**src/swstat_div.sv**
```systemverilog
// Iterative signed-by-unsigned divider, one quotient bit per cycle,
// quotient truncated toward zero. No dependencies.
module swstat_div #(
    parameter int DW = 35,
    parameter int VW = 11
) (
    input  logic                 i_clk,
    input  logic                 i_rst_n,
    input  logic                 i_start,
    input  logic signed [DW-1:0] i_dividend,
    input  logic [VW-1:0]        i_divisor,
    output logic                 o_done,
    output logic signed [DW-1:0] o_quotient
);

    localparam int CNTW = $clog2(DW + 1);

    logic            r_busy;
    logic            r_done;
    logic [CNTW-1:0] r_cnt;
    logic [DW-1:0]   r_mag;
    logic [VW:0]     r_rem;
    logic [VW-1:0]   r_div;
    logic            r_neg;
    logic [VW:0]     trial;
    logic            qbit;

    assign trial = {r_rem[VW-1:0], r_mag[DW-1]};
    assign qbit  = (trial >= {1'b0, r_div});

    always_ff @(posedge i_clk) begin
        if (!i_rst_n) begin
            r_busy <= 1'b0;
            r_done <= 1'b0;
            r_cnt  <= '0;
        end else begin
            r_done <= 1'b0;
            if (i_start) begin
                r_busy <= 1'b1;
                r_cnt  <= CNTW'(DW);
            end else if (r_busy) begin
                r_cnt <= r_cnt - 1'b1;
                if (r_cnt == CNTW'(1)) begin
                    r_busy <= 1'b0;
                    r_done <= 1'b1;
                end
            end
        end
    end

    always_ff @(posedge i_clk) begin
        if (i_start) begin
            r_neg <= i_dividend[DW-1];
            r_mag <= i_dividend[DW-1] ? DW'(-i_dividend) : DW'(i_dividend);
            r_rem <= '0;
            r_div <= i_divisor;
        end else if (r_busy) begin
            r_rem <= qbit ? (trial - {1'b0, r_div}) : trial;
            r_mag <= {r_mag[DW-2:0], qbit};
        end
    end

    assign o_done     = r_done;
    assign o_quotient = r_neg ? -$signed(r_mag) : $signed(r_mag);

endmodule

```
**config.mk**
```make
export PLATFORM = sky130hd
export DESIGN_NAME = swstat_div
export DESIGN_NICKNAME = d
export VERILOG_FILES = /design/src/swstat_div.sv
export SDC_FILE = /design/constraint.sdc
export NUM_CORES = 1
export LEC_CHECK = 0
export ABC_AREA = 0
export BUFFER_PORTS_ARGS = -buffer_cell sky130_fd_sc_hd__buf_2
export CAP_MARGIN = 20
export CORE_UTILIZATION = 40
export CTS_BUF_LIST = sky130_fd_sc_hd__clkbuf_4 sky130_fd_sc_hd__clkbuf_8
export CTS_CLUSTER_SIZE = 20
export DETAILED_ROUTE_END_ITERATION = 12
export HOLD_SLACK_MARGIN = 0.1
export PLACE_DENSITY = 0.69
export SLEW_MARGIN = 5
export SYNTH_ARGS = -nofsm -noshare
export SYNTH_HDL_FRONTEND = slang
export SYNTH_SLANG_ARGS = --single-unit
export TNS_END_PERCENT = 50
```
**constraint.sdc**
```tcl
create_clock -name i_clk -period 5 [get_ports i_clk]
set_clock_uncertainty 0.1 [all_clocks]
set_input_delay 1.25 -clock i_clk [delete_from_list [all_inputs] [get_ports i_clk]]
set_output_delay 1.25 -clock i_clk [all_outputs]
set_load 0.02 [all_outputs]
```
==> flow_metrics.tcl <==
set metrics [dict create \
    status "finished clean" \
    reg2reg_from "r_mag[34]" \
    syn_avg_cell_area_um2 9.34 \
    rows 39 \
    routed_wl_um 10800 \
    place_area_um2 5210 \
    multi_input_area_um2 2710 \
    final_cell_area_um2 5450 \
    overflow 0 \
    via_per_inst 5.38 \
    area_delta_synth_final_pct 16.4 \
    hold_viol 0 \
    worstHoldEndpoint "r_rem[10]" \
    setup_viol 0 \
    final.min_clock_period_ns 4.12 \
    critical_path_arrival_ns 2.77 \
    antenna_left 0 \
    muxShareOfSynthArea_pct 1.95 \
    nNetsFinal 643 \
    post_cts_resized 0 \
    n_antenna_cell 0 \
    synth-edff-count 47 \
    ir_drop_mv 0.116 \
    cts_sinks 66 \
    holdBufCountCts 0 \
    path_class "reg2out" \
    dp_hpwl_um 8000 \
    end_kind "primary output" \
    initial_core_util_pct 41.0 \
    syn_area_um2 4680 \
    power_density_nw_per_um2 305 \
    crit_fanout 5 \
    cts_tree "built" \
    grt_max_degree 87 \
    antenna_found_initial 0 \
    dieArea_um2 12100 \
    period_share_pct 82.4 \
    hold_depth 2 \
    dr_total_vias 3906 \
    port_buffers 84 \
    synth-compound-area-share_pct 18.9 \
    rsz0062_at_grt "no" \
    post_cts_buffers 0 \
    die_x_um 110 \
    cts_max_path_buffers 2 \
    synth-simple-area-share_pct 18.6 \
    wl_per_cell_um 14.8 \
    fmax_mhz 243 \
    synth-seq-cells 66 \
    worstHoldStart "r_rem[10]" \
    seq_area_frac_synth_pct 38.3 \
    report.final.slew_viol_count 0 \
    place.gp.congestion 0.825 \
    first_iter_violations 171 \
    clock_latency_ns 0.36 \
    power.total_mw 1.66 \
    synthesis.nets 566 \
    coreArea_um2 11400 \
    r2r_slack_ns 1.90 \
    grt.total_usage_pct 18.4 \
    r2r-end "r_rem[9]" \
    tightest_slew_ns 0.954 \
    synth_fa_ha_area_share_pct 4.44 \
    drt_pre_antenna_iters 5 \
    drv_cap 0 \
    power_leakage_nw 2.11 \
    num_io_pins 85 \
    cts.htree.levels 3 \
    grt_pass1_vias 3546 \
    syn_inst 501 \
    drc 0 \
    critPathLaunchType "register" \
    cp.required_ns 3.65 \
    yosysUniqueCellTypes 61 \
    synth_top_family_by_area "compound AO/OA/AOI/OAI gates" \
    nFillCells 1103 \
    synthXorXnorAreaFrac_pct 14.0 \
    clockRootBuffer "clkbuf_8" \
    drive_gt1_share_pct 22.1 \
    synthArstFlopShare_pct 0 \
    synthFlopType "edfxtp_1" \
    regArea_um2 1790 \
    clkTransAtPathRegs_ns 0.06 \
    ys_warn_count 0 \
    grt_pass1_wl_um 17000 \
    die_y_um 110 \
    setup_tns_ns 0 \
    cts_buffers 9 \
    slew-limit-headroom_pct 36.3 \
    holdCritPathClass "reg2reg" \
    worst-r2r-cell-count 9 \
]
sequential cells by signal, summed over array words and instances, names as in the netlist:
register	count
r_busy	1
r_neg	1
r_div	11
r_cnt	6
r_mag	35
o_done	1
r_rem	11
layer usage:
metal  GRT usage (%)  vias to the layer above  wire, µm
met4            7.71                        0       200
met2            28.3                       96      5030
met3            3.70                       14       505
li1                -                     1985         -
met1            25.1                     1811      5030
met5               0                        -         0
cells by family (layout without fill, tap and decap cells):
| kind of cell | Yosys count | count (layout) |
|---|---|---|
| adder cells (fa/ha/maj) | 16 | 16 |
| AND/OR/NAND/NOR | 158 | 158 |
| flip-flops | 66 | 66 |
| XOR/XNOR | 75 | 75 |
| buffers and inverters | 46 | 128 |
| AO/OA/AOI/OAI | 131 | 131 |
| multiplexers | 9 | 9 |
stage by stage:
step	setup WS [ns]	hold slack (ns)	instances	utilization [%]
floorplan	1.45	0.361	501	-
global placement	1.26	0.376	708	45.6
detailed placement	1.25	0.381	708	45.6
CTS	0.843	0.394	724	47.2
global route	0.659	0.408	726	47.7
finish	0.882	0.391	726	47.7
final cells by class:
| cell class | instances | share of cell area (%) |
|---|---|---|
| Timing Repair Buffer | 88 | 9.00 |
| Multi-Input combinational cell | 389 | 49.7 |
| Clock buffer | 12 | 2.69 |
| Sequential cell | 66 | 32.9 |
| Tap cell | 143 | 3.28 |
| Clock inverter | 4 | 0.781 |
| Inverter | 24 | 1.65 |
worst max-delay path, cell delays in order (launching register included):
cell	delay, ns
edfxtp_1	0.45
inv_1	0.09
ha_1	0.17
nand2b_1	0.09
or2_2	0.32
or3_4	0.35
or4_4	0.44
o31ai_4	0.18
xnor2_1	0.14
buf_2	0.18
cells in the mapped netlist, drive strengths merged (6+ instances only):
| cell type | n | area (µm²) |
|---|---|---|
| a211oi | 7 | 52.6 |
| nand3 | 10 | 60.1 |
| or4 | 8 | 75.1 |
| buf | 7 | 32.5 |
| nor4 | 9 | 92.6 |
| mux2i | 8 | 80.1 |
| o41ai | 13 | 140 |
| o21ai | 36 | 188 |
| or3 | 9 | 66.3 |
| inv | 24 | 90.1 |
| edfxtp | 47 | 1410 |
| a21oi | 40 | 200 |
| nand2 | 33 | 124 |
| nand2b | 7 | 51.3 |
| o31ai | 17 | 156 |
| xnor2 | 43 | 377 |
| nor2 | 56 | 210 |
| dfxtp | 19 | 380 |
| xor2 | 32 | 280 |
| ha | 15 | 188 |
| nor3 | 6 | 30.0 |
| clkbuf | 15 | 56.3 |
how the worst max path moves through the flow:
stage,start,to,slack [ns],cells after the start
floorplan,r_mag[0],o_quotient[18],1.45,8
global placement,r_mag[7],o_quotient[29],1.26,7
detailed placement,r_mag[0],o_quotient[29],1.25,7
CTS,r_mag[0],o_quotient[18],0.84,9
global route,r_mag[16],o_quotient[34],0.66,7
finish,r_mag[0],o_quotient[18],0.88,9
cells in the final DEF, fill, tap and decap left out, types with 3 or more instances in the layout:
cell,count
o21ai_0,32
clkbuf_8,9
or4_1,4
nand3_1,8
nor2b_1,4
mux2i_1,8
nand3b_1,4
nor2_1,56
inv_1,24
nor4_1,6
o31ai_2,3
a21oi_1,40
edfxtp_1,47
or4_4,4
o41ai_1,11
nand2b_1,6
clkbuf_4,3
or2_2,3
nand2_1,33
o31ai_1,13
a21boi_0,3
xnor2_1,43
ha_1,15
buf_2,84
nor3_1,6
xor2_1,32
or3_1,7
a211oi_1,7
dfxtp_1,19
report_power, final:
part           switching, mW  internal (mW)
registers             0.0653          0.653
clock network          0.204          0.243
logic                  0.290          0.206
Power figures use the tool's default switching activity.
